<file path="src/rtl/factor_base_smoothness_test_assert.svh">
// ----------------------------------------------------------------------------
// factor_base_smoothness_test_assert.svh
// Assertion macros shared by the factor-base smoothness tester.
// ----------------------------------------------------------------------------
`ifndef FACTOR_BASE_SMOOTHNESS_TEST_ASSERT_SVH
`define FACTOR_BASE_SMOOTHNESS_TEST_ASSERT_SVH

// same-cycle implication, disabled during reset
`define FBST_ASSERT_IMP(label, clk, rst_n, ante, cons) \
  label: assert property (@(posedge clk) disable iff (!rst_n) (ante) |-> (cons)) \
    else $error("fbst assertion failed");

// next-cycle implication, disabled during reset
`define FBST_ASSERT_NXT(label, clk, rst_n, ante, cons) \
  label: assert property (@(posedge clk) disable iff (!rst_n) (ante) |=> (cons)) \
    else $error("fbst assertion failed");

`endif

</file>
<file path="src/rtl/fbst_pkg.sv">
// ----------------------------------------------------------------------------
// fbst_pkg
// Types and constants of the factor-base smoothness tester.
// ----------------------------------------------------------------------------
package fbst_pkg;

  localparam int VAL_W       = 32;
  localparam int PROD_W      = 64;
  localparam int SLOT_W      = 5;
  localparam int PRIME_IN_W  = 16;
  localparam int PCOUNT_W    = 6;
  localparam int CFG_IDX_W   = 1;
  localparam int DIV_CNT_W   = 7;

  localparam logic [DIV_CNT_W-1:0] DIV_STEPS_WIDE   = 7'd64;
  localparam logic [DIV_CNT_W-1:0] DIV_STEPS_NARROW = 7'd32;

  localparam logic CMD_LOAD = 1'b0;
  localparam logic CMD_TEST = 1'b1;

  localparam logic [CFG_IDX_W-1:0] REG_MODULUS     = 1'd0;
  localparam logic [CFG_IDX_W-1:0] REG_PRIME_COUNT = 1'd1;

  localparam logic [VAL_W-1:0]    MODULUS_RST     = 32'd2;
  localparam logic [PCOUNT_W-1:0] PRIME_COUNT_RST = 6'd1;

  typedef struct packed {
    logic                  command;
    logic [SLOT_W-1:0]     slot;
    logic [PRIME_IN_W-1:0] prime;
    logic [VAL_W-1:0]      candidate;
  } in_payload_t;

  typedef struct packed {
    logic [VAL_W-1:0] tested_value;
    logic [VAL_W-1:0] residue;
    logic             smooth;
    logic [VAL_W-1:0] parity_vector;
  } out_payload_t;

  // wide: 64-bit dividend, 64 steps; otherwise 32-bit dividend, 32 steps
  typedef struct packed {
    logic start;
    logic wide;
  } div_cmd_t;

  typedef struct packed {
    logic busy;
    logic done;
  } div_stat_t;

  typedef enum logic [2:0] {
    ST_IDLE,
    ST_SQUARE,
    ST_MODSTART,
    ST_REDUCE,
    ST_FETCH,
    ST_CHECK,
    ST_TRIAL
  } state_t;

endpackage

</file>
<file path="src/rtl/fbst_div.sv">
// ----------------------------------------------------------------------------
// fbst_div
// Shared restoring divider, one quotient bit per cycle.
// ----------------------------------------------------------------------------
`include "factor_base_smoothness_test_assert.svh"

module fbst_div
  import fbst_pkg::*;
(
  input  logic              clk,
  input  logic              rst_n,
  input  div_cmd_t          cmd,
  input  logic [PROD_W-1:0] dividend,
  input  logic [VAL_W-1:0]  divisor,
  output div_stat_t         stat,
  output logic [VAL_W-1:0]  quotient,
  output logic [VAL_W-1:0]  remainder
);

  logic [PROD_W-1:0]    q_r, q_nxt;
  logic [VAL_W-1:0]     r_r, r_nxt;
  logic [VAL_W-1:0]     d_r, d_nxt;
  logic [DIV_CNT_W-1:0] cnt_r, cnt_nxt;
  logic                 busy_r, busy_nxt;
  logic                 done_r, done_nxt;
  logic [VAL_W:0]       shifted;
  logic [VAL_W:0]       diff;
  logic                 fits;

  assign shifted = {r_r, q_r[PROD_W-1]};
  assign diff    = shifted - {1'b0, d_r};
  assign fits    = shifted >= {1'b0, d_r};

  always_comb begin
    q_nxt    = q_r;
    r_nxt    = r_r;
    d_nxt    = d_r;
    cnt_nxt  = cnt_r;
    busy_nxt = busy_r;
    done_nxt = 1'b0;
    if (cmd.start) begin
      q_nxt    = cmd.wide ? dividend : {dividend[VAL_W-1:0], {VAL_W{1'b0}}};
      r_nxt    = '0;
      d_nxt    = divisor;
      cnt_nxt  = cmd.wide ? DIV_STEPS_WIDE : DIV_STEPS_NARROW;
      busy_nxt = 1'b1;
    end else if (busy_r) begin
      q_nxt   = {q_r[PROD_W-2:0], fits};
      r_nxt   = fits ? diff[VAL_W-1:0] : shifted[VAL_W-1:0];
      cnt_nxt = cnt_r - DIV_CNT_W'(1);
      if (cnt_r == DIV_CNT_W'(1)) begin
        busy_nxt = 1'b0;
        done_nxt = 1'b1;
      end
    end
  end

  always_ff @(posedge clk) begin
    if (!rst_n) begin
      busy_r <= 1'b0;
      done_r <= 1'b0;
      cnt_r  <= '0;
    end else begin
      busy_r <= busy_nxt;
      done_r <= done_nxt;
      cnt_r  <= cnt_nxt;
    end
  end

  always_ff @(posedge clk) begin
    q_r <= q_nxt;
    r_r <= r_nxt;
    d_r <= d_nxt;
  end

  assign stat.busy = busy_r;
  assign stat.done = done_r;
  assign quotient  = q_r[VAL_W-1:0];
  assign remainder = r_r;

  `FBST_ASSERT_NXT(a_start_busy, clk, rst_n, cmd.start, busy_r)
  `FBST_ASSERT_IMP(a_done_idle, clk, rst_n, done_r, !busy_r)
  `FBST_ASSERT_IMP(a_busy_count, clk, rst_n, busy_r, cnt_r != '0)

endmodule

</file>
<file path="config.mk">
export PLATFORM = sky130hd
export DESIGN_NAME = fbst_div
export DESIGN_NICKNAME = d
export VERILOG_FILES = /design/src/rtl/fbst_pkg.sv /design/src/rtl/fbst_div.sv
export VERILOG_INCLUDE_DIRS = /design/src /design/src/rtl
export SDC_FILE = /design/constraint.sdc
export NUM_CORES = 1
export LEC_CHECK = 0
export BUFFER_PORTS_ARGS = -buffer_cell sky130_fd_sc_hd__buf_4
export CORE_UTILIZATION = 60
export CTS_CLUSTER_DIAMETER = 150
export DETAILED_ROUTE_END_ITERATION = 6
export PLACE_DENSITY = 0.88
export SYNTH_ARGS = -nofsm -noshare
export SYNTH_HDL_FRONTEND = slang
export SYNTH_SLANG_ARGS = --single-unit
</file>
<file path="constraint.sdc">
create_clock -name clk -period 4.82 [get_ports clk]
set_input_delay 0.723 -clock clk [delete_from_list [all_inputs] [get_ports clk]]
set_output_delay 0.723 -clock clk [all_outputs]
set_load 0.03 [all_outputs]
</file>
==> flow_summary.toml, run 1 <==
[run_status]
status = "completed"

[yosys]
synth-seq-cells = 137
synth.distinct_cells = 61
synthFlopType = "edfxtp_1"
synth_nets = 914
netlist_area_sq_um = 7770
async_flop_share = 0
yosysSeqAreaShare = 0.476
synth_edf_count = 96
netlist_instances = 779
yosys_warnings = 0
syn_area_per_cell_sq_um = 9.98

[final_layout]
final_cell_mix = "172 x buf_4, 96 x edfxtp_1, 88 x nor2_1"
antennaDiodeCount = 0
fin_cells = 1074
syn_to_final_growth_pct = 21.6
final_common_cell = "buf_4"
drive_above_1_share = 0.229
nets = 1024

[job]
maxCapViolations = 0

[grt]
grt_use_total = 0.279
grt_overflow = 0
grt_max_degree = 96
grt_pass1_vias = 5982
grt_pass1_wl_microns = 29000
antenna_found_initial = 0

[setup_path]
worstSetupStartpointType = "flop"
critPathLaunch = "d_r[1]$_DFFE_PP_"
endpoint_kind = "flop"
rr_worst_depth = 11
cp.required_ns = 5.14
worstReg2RegStart = "d_r[1]$_DFFE_PP_"
critPathKind = "flop to flop"
arrival_ns = 4.06
worstPathMaxFanout = 34
r2r_slack_ns = 1.08

[timing]
fin_crit_ns = 3.74
finalHoldViolCount = 0
finClkSkew_ns = 0.00821
rsz0062_at_grt = "no"
clock.fmax_mhz = 267
max_slew.worst_pin.slew_ns = 1.15
final-setup-viol-count = 0
slew_viol_final = 0
final.setup.tns_ns = 0
fin_crit_sh = 0.776
slew_headroom = 0.230

[floorplanning]
die_h_microns = 116
die-area_sq_um = 13400
io_pins = 166
core_sq_um = 12600
rows = 41
die_w_microns = 116
initial_core_util = 0.616

[worst_hold_path]
hold_path_class = "input port to flop"
whs_path_depth = 1
hold_start = "divisor[12]"

[cts]
clockRootBuffer = "clkbuf_16"
clkSinkCount = 137
clk_pin_slew_ns = 0.06
cts_max_level = 4
postCtsSetupBuffers = 0
hold_buffers = 0
clk_latency_ns = 0.42
cts_buffer_depth = 2
cts_buffers = 17
cts_tree = "built"
ctsResizeCount = 0

[pwr]
seqPwrFrac = 0.397
power.switching_mw = 1.08
swShare = 0.294
internal-power_mw = 2.59
powerDensity_nw_per_um2 = 388
ir_worst_vdd_uv = 251
p_comb_frac = 0.237
p_clk_frac = 0.366
p_leak_nw = 4.07

[placed_design]
finalWeightedCongestion = 0.927
post-dp-hpwl_microns = 12600
dp.cells = 1042
io_buffers = 165

[drt]
num_vias = 6482
wl_per_cell_microns = 17.3
drtIter0Drc = 578
avgViaCountPerCell = 6.04
drc_errors = 0
drt_pass1_iterations = 7
postRouteWirelength_microns = 18500
ant_nets = 0
power groups by stage:
stage	Sequential [mW]	Clock, mW	Combinational [mW]
CTS	1.45	1.36	0.857
detailed placement	1.48	0	0.849
global route	1.46	1.41	0.944
global placement	1.47	0	0.831
floorplan	1.50	0	0.583
finish	1.45	1.34	0.869
kinds of logic after synthesis:
kind of cell | after synthesis | synth area share
AOI/OAI and AO/OA | 227 | 0.202
xor gates and xnor gates | 29 | 0.0327
adders and majority gates | 35 | 0.0573
buffers and inverters | 129 | 0.0798
DFF | 137 | 0.476
muxes | 32 | 0.0412
and+or+nand+nor | 190 | 0.110
cell usage after synthesis, types with 2 or more instances:
| cell type | number | area, sq um |
|---|---|---|
| o31ai_1 | 3 | 22.5 |
| o21bai_1 | 2 | 15.0 |
| ha_1 | 34 | 425 |
| nor4_1 | 5 | 31.3 |
| or3_1 | 6 | 37.5 |
| edfxtp_1 | 96 | 2880 |
| nand2b_1 | 3 | 18.8 |
| buf_2 | 6 | 30.0 |
| o211a_1 | 3 | 30.0 |
| xor2_1 | 10 | 87.6 |
| a21oi_1 | 58 | 290 |
| a211oi_1 | 9 | 67.6 |
| buf_1 | 7 | 26.3 |
| o21a_1 | 5 | 37.5 |
| dfxtp_1 | 41 | 821 |
| o221ai_1 | 3 | 26.3 |
| xnor2_1 | 19 | 166 |
| nor3_1 | 11 | 55.1 |
| nand2_1 | 28 | 105 |
| nand3_1 | 29 | 145 |
| a2111oi_0 | 2 | 17.5 |
| a311oi_1 | 25 | 219 |
| nand4_1 | 7 | 43.8 |
| nor2_1 | 88 | 330 |
| a211o_1 | 2 | 17.5 |
| mux2i_1 | 32 | 320 |
| a311o_1 | 2 | 20.0 |
| buf_4 | 34 | 255 |
| and2_1 | 2 | 12.5 |
| o21ai_0 | 45 | 225 |
| a31oi_1 | 3 | 18.8 |
| a21o_1 | 15 | 113 |
| nor2b_1 | 2 | 12.5 |
| a22o_1 | 30 | 263 |
| o2111ai_1 | 6 | 52.6 |
| inv_1 | 48 | 180 |
| o211ai_1 | 2 | 15.0 |
| clkbuf_1 | 33 | 124 |
state kept, by name (all words and copies together), names as in the netlist:
| register | cells |
|---|---|
| done_r | 1 |
| d_r | 32 |
| busy_r | 1 |
| remainder | 32 |
| q_r | 64 |
| cnt_r | 7 |
final timing paths:
check,end
setup / recovery,remainder[13]$_SDFFE_PP0P_
setup reg to reg,remainder[13]$_SDFFE_PP0P_
hold / removal,d_r[12]$_DFFE_PP_
hold reg to reg,cnt_r[1]$_SDFFE_PN0P_
final cells by class:
class                      count  area, sq um
clock buffer                  18          429
clock inverter                14          180
inverter                      48          180
timing repair buffer         172         1290
sequential                   137         3700
multi-input combinational    513         3450
tap                          172          215
fill                         914         3170
critical path, cell delays in order (launching register included):
cell	delay, ns
edfxtp_1	0.41
inv_1	0.07
ha_1	0.23
nor2b_1	0.15
o2111ai_1	0.21
nand3_1	0.15
a31oi_2	0.32
o211a_1	0.22
or2_0	0.32
o21ba_1	0.97
o21ai_0	0.27
a311oi_1	0.31
routing by layer:
layer	vias to the layer above	GRT usage	wire length, microns
met5	-	0	0
met4	0	0.0761	233
met3	26	0.0675	1420
met2	301	0.448	8890
met1	3072	0.380	8000
li1	3083	-	-
per-stage QoR:
stage / instance area [sq um] / power (mW) / utilization / hold slack (ns) / setup slack (ns)
after floorplan: 7770 / 2.08 / - / 0.469 / 1.77
after global placement: 8840 / 2.30 / 0.701 / 0.484 / 1.32
after detailed placement: 8840 / 2.32 / 0.701 / 0.487 / 1.16
after CTS: 9450 / 3.67 / 0.749 / 0.467 / 1.13
after global routing: 9450 / 3.82 / 0.749 / 0.458 / 0.737
final: 9450 / 3.66 / 0.749 / 0.481 / 1.08
Note: power is estimated with default switching activity, not from simulation.
==> run 2: changes to the inputs <==
Settings changed: CORE_UTILIZATION 60 to 55, PLACE_DENSITY 0.88 to 0.81.
Clock period 4.82 ns to 3.88 ns, I/O delays scaled along.
==> run 2 against run 1 <==
  * Via count shrank 1.8%
  * Count of clock-buffer cells in the layout grew 5
  * Utilization shrank 6.4 points
  * Sequential share of layout area shrank 0.052 points
  * Largest power group unchanged
==> flow_summary.toml, run 2 (synthesized netlist as in run 1, its figures left out) <==
[floorplanning]
io_pins = 166
die_h_microns = 121
core_sq_um = 13800
die-area_sq_um = 14600
rows = 43
die_w_microns = 121
initial_core_util = 0.562

[cts]
cts_max_level = 4
cts_buffer_depth = 2
clkSinkCount = 137
clk_latency_ns = 0.42
clockRootBuffer = "clkbuf_16"
cts_buffers = 17
cts_tree = "built"
postCtsSetupBuffers = 0
clk_pin_slew_ns = 0.06
hold_buffers = 0
ctsResizeCount = 0

[timing]
fin_crit_sh = 0.861
final-setup-viol-count = 0
max_slew.worst_pin.slew_ns = 0.970
slew_viol_final = 0
clock.fmax_mhz = 299
slew_headroom = 0.353
finalHoldViolCount = 0
rsz0062_at_grt = "no"
finClkSkew_ns = 0.0178
fin_crit_ns = 3.34
final.setup.tns_ns = 0

[grt]
grt_max_degree = 66
grt_pass1_vias = 5865
grt_pass1_wl_microns = 29400
antenna_found_initial = 0
grt_use_total = 0.258
grt_overflow = 0

[worst_hold_path]
hold_start = "divisor[17]"
whs_path_depth = 1
min_to = "d_r[17]$_DFFE_PP_"
hold_path_class = "input port to flop"

[final_layout]
fin_cells = 1088
antennaDiodeCount = 0
nets = 1030
final_cell_mix = "177 x buf_4, 96 x edfxtp_1, 88 x nor2_1"
top_register = "q_r"
largest_register_ffs = 64
drive_above_1_share = 0.236
final_area_sq_um = 9460
nFillCells = 1054
final_common_cell = "buf_4"
syn_to_final_growth_pct = 21.8

[placed_design]
dp.cells = 1056
post-dp-hpwl_microns = 12800
finalWeightedCongestion = 0.918
io_buffers = 165
placed_area_sq_um = 8910

[drt]
drc_errors = 0
wl_per_cell_microns = 17.0
ant_nets = 0
drt_pass1_iterations = 7
num_vias = 6363
postRouteWirelength_microns = 18500
drtIter0Drc = 648
avgViaCountPerCell = 5.85

[pwr]
swShare = 0.300
p_leak_nw = 4.09
powerDensity_nw_per_um2 = 466
power.switching_mw = 1.32
p_comb_frac = 0.248
p_clk_frac = 0.343
power_mw = 4.41
seqPwrFrac = 0.409
internal-power_mw = 3.09
ir_worst_vdd_uv = 425

[run_status]
status = "completed"

[setup_path]
arrival_ns = 3.66
worstReg2RegStart = "d_r[1]$_DFFE_PP_"
r2r_slack_ns = 0.54
critPathKind = "flop to flop"
cp.required_ns = 4.20
worstSetupStartpointType = "flop"
rr_worst_depth = 12
timing.rr.end = "remainder[28]$_SDFFE_PP0P_"
worstPathMaxFanout = 17
endpoint_kind = "flop"

[job]
maxCapViolations = 0
run 2: changes by cell type in the layout (fill, tap and decap cells not counted), sizes merged:
cell	before	now
clkinv	9	7
clkbuf	18	23
bufinv	4	1
buf	172	178
run 2: power groups by stage:
stage | clock [mW] | sequential, mW | combinational, mW
floorplan | 0 | 1.87 | 0.724
global placement | 0 | 1.83 | 1.07
detailed placement | 0 | 1.83 | 1.08
CTS | 1.53 | 1.80 | 1.09
global route | 1.59 | 1.82 | 1.19
finish | 1.51 | 1.80 | 1.09
run 2: layer usage:
| layer | vias to the layer above | track usage | wire [microns] |
|---|---|---|---|
| li1 | 3095 | - | - |
| met2 | 241 | 0.386 | 8610 |
| met3 | 20 | 0.0569 | 1270 |
| met4 | 0 | 0.0926 | 235 |
| met5 | - | 0 | 0 |
| met1 | 3007 | 0.368 | 8380 |
run 2: layout make-up:
type,count,area [sq um],share of cell area
clock inverter,9,76.3,0.00806
multi-input combinational,513,3450,0.365
timing repair buffer,178,1350,0.143
sequential,137,3700,0.391
inverter,48,180,0.0190
tap,180,225,0.0238
clock buffer,23,478,0.0505
run 2: metrics by stage:
stage / util / hold slack (ns) / worst slack [ns]
final: 0.684 / 0.331 / 0.540
after detailed placement: 0.644 / 0.501 / 0.602
after CTS: 0.684 / 0.323 / 0.577
after floorplan: - / 0.469 / 0.826
after global routing: 0.684 / 0.323 / 0.299
after global placement: 0.644 / 0.483 / 0.690
run 2: worst max path at each step:
stage / start / to / slack, ns / cells past startpoint
after floorplan: remainder[14]$_SDFFE_PP0P_ / remainder[28]$_SDFFE_PP0P_ / 0.83 / 10
after global placement: d_r[1]$_DFFE_PP_ / remainder[28]$_SDFFE_PP0P_ / 0.69 / 12
after detailed placement: d_r[1]$_DFFE_PP_ / remainder[28]$_SDFFE_PP0P_ / 0.60 / 12
after CTS: d_r[1]$_DFFE_PP_ / remainder[28]$_SDFFE_PP0P_ / 0.58 / 12
after global routing: d_r[1]$_DFFE_PP_ / remainder[28]$_SDFFE_PP0P_ / 0.30 / 12
final: d_r[1]$_DFFE_PP_ / remainder[28]$_SDFFE_PP0P_ / 0.54 / 12
run 2: critical path, cell delays in order, from the launching register on:
cell	delay, ns
edfxtp_1	0.37
inv_1	0.05
ha_1	0.27
nor2b_1	0.20
o2111ai_1	0.15
nand3_1	0.13
a31oi_2	0.18
o211a_1	0.28
or2_0	0.35
o21ba_1	0.24
buf_4	0.19
or4_1	0.56
a311oi_1	0.27
==> run 3: changes to the inputs <==
Settings changed: BUFFER_PORTS_ARGS -buffer_cell sky130_fd_sc_hd__buf_4 to unset, CORE_UTILIZATION 55 to 60, CTS_CLUSTER_DIAMETER 150 to 120, DONT_BUFFER_PORTS set to 1, PLACE_DENSITY 0.81 to 0.77.
==> run 3 against run 2 <==
  * Sequential share of layout area up 5.0 points
  * Largest cell class unchanged
  * Non-clock buffer count down 151
  * Via count down 6.2%
  * Hold slack worse by 0.094 ns
==> flow_summary.toml, run 3 (synthesized netlist as in run 1, its figures left out) <==
[placed_design]
io_buffers = 0
pre_cts_slack_ns = 0.471
post-dp-hpwl_microns = 12000
finalWeightedCongestion = 0.993
dp.cells = 897

[setup_path]
max_stage_delay_ns = 0.61
worst-path-stages = 11
rr_worst_depth = 11
timing.rr.end = "remainder[24]$_SDFFE_PP0P_"
cp_cell_sequence = "ha_1, nand2_1, nor2_1, a211oi_1, a2bb2oi_1, o211a_1, or2_0, o21ba_1, buf_4, o21ai_0, a311oi_1"
worstReg2RegStart = "remainder[15]$_SDFFE_PP0P_"
critPathKind = "flop to flop"
critPathBufInv = 1
worstPathMaxFanout = 17
r2r_slack_ns = 0.38
endpoint_kind = "flop"
crit_slowest_cell = "dfxtp_1"
arrival_ns = 3.81
critPathTopFamily = "compound AO/OA/AOI/OAI gates"
worstSetupStartpointType = "flop"
cp.required_ns = 4.19

[pwr]
ir_worst_vdd_uv = 341
powerDensity_nw_per_um2 = 535
p_leak_nw = 3.37

[cts]
cts_tree = "built"
cts_buffers = 17
cts_max_level = 4
ctsResizeCount = 0
clk_latency_ns = 0.43
hold_buffers = 0
cts_buffer_depth = 2
clkSinkCount = 137
postCtsSetupBuffers = 0
clockRootBuffer = "clkbuf_16"
clk_pin_slew_ns = 0.06

[timing]
hold_ws_ns = 0.237
layout_setup_ws_ns = 0.380
finalHoldViolCount = 0
slew_headroom = 0.327
final.setup.tns_ns = 0
slew_viol_final = 0
clock.fmax_mhz = 286
rsz0062_at_grt = "no"
fin_crit_ns = 3.50
finClkSkew_ns = 0.0175
fin_crit_sh = 0.902
max_slew.worst_pin.slew_ns = 1.01
final-setup-viol-count = 0

[drt]
drtIter0Drc = 586
drt_pass1_iterations = 5
avgViaCountPerCell = 6.42
wl_per_cell_microns = 19.7
drc_errors = 0
wl_met1_microns = 7650
num_vias = 5966
highest_layer = "met4"
postRouteWirelength_microns = 18300
dr_wl_met2_microns = 8800
ant_nets = 0
wl_met3_microns = 1470

[final_layout]
top_register = "q_r"
drive_above_1_share = 0.0819
final_common_cell = "edfxtp_1"
seqCellArea_sq_um = 3700
largest_register_ffs = 64
final_cell_mix = "96 x edfxtp_1, 88 x nor2_1, 58 x a21oi_1"
nFillCells = 936
multi_input_area_sq_um = 3450
nets = 879
fin_cells = 930
final_util = 0.665
syn_to_final_growth_pct = 7.94

[grt]
grt_pass1_wl_microns = 28600
grt_max_degree = 136
grt_use_total = 0.277
grt_pass1_vias = 5785
antenna_found_initial = 1
grt_overflow = 0

[floorplanning]
rows = 41
die_w_microns = 116
io_pins = 166
core_sq_um = 12600
die_h_microns = 116
initial_core_util = 0.616
die-area_sq_um = 13400

[worst_hold_path]
min_to = "remainder[18]$_SDFFE_PP0P_"
hold_path_class = "input port to flop"
whs_path_depth = 1
hold_start = "cmd[1]"

[run_status]
status = "completed"

[job]
maxCapViolations = 0
==> run 3: cell types whose count changed in the layout (fill, tap and decap cells not counted), sizes merged, moves of 2 or more <==
cell | before | now
clkinv | 7 | 5
bufinv | 1 | 5
clkbuf | 23 | 19
buf | 178 | 27
==> run 3: worst max path at each step <==
| stage | start | end |
|---|---|---|
| final | remainder[15]$_SDFFE_PP0P_ | remainder[24]$_SDFFE_PP0P_ |
| after global routing | remainder[15]$_SDFFE_PP0P_ | remainder[25]$_SDFFE_PP0P_ |
| after CTS | remainder[15]$_SDFFE_PP0P_ | remainder[24]$_SDFFE_PP0P_ |
| after detailed placement | remainder[14]$_SDFFE_PP0P_ | remainder[24]$_SDFFE_PP0P_ |
| after global placement | remainder[5]$_SDFFE_PP0P_ | remainder[25]$_SDFFE_PP0P_ |
| after floorplan | remainder[14]$_SDFFE_PP0P_ | remainder[28]$_SDFFE_PP0P_ |
==> run 3: metal layers <==
metal	vias to the layer above	GRT usage
li1	2789	-
met1	2826	0.332
met2	314	0.467
met3	37	0.0675
met4	0	0.135
met5	-	0
==> run 3: area by class of cell <==
cell class	instances	area share
Sequential cell	137	0.442
Multi-Input combinational cell	513	0.411
Clock buffer	19	0.0516
Tap cell	172	0.0257
Timing Repair Buffer	27	0.0242
Clock inverter	13	0.0239
Inverter	48	0.0215
Antenna cell	1	0.000298
==> run 3: power by group <==
part	internal (mW)	leakage (nW)	switching (mW)	total [mW]
registers	1.73	1.30	0.175	1.90
logic	0.311	1.77	0.516	0.827
clock network	1.14	0.302	0.624	1.76
==> run 3: per-stage QoR <==
step / instance area, sq um / power [mW]
detailed placement: 7750 / 2.73
CTS: 8390 / 4.50
global route: 8390 / 4.66
floorplan: 7770 / 2.59
global placement: 7750 / 2.70
finish: 8390 / 4.49
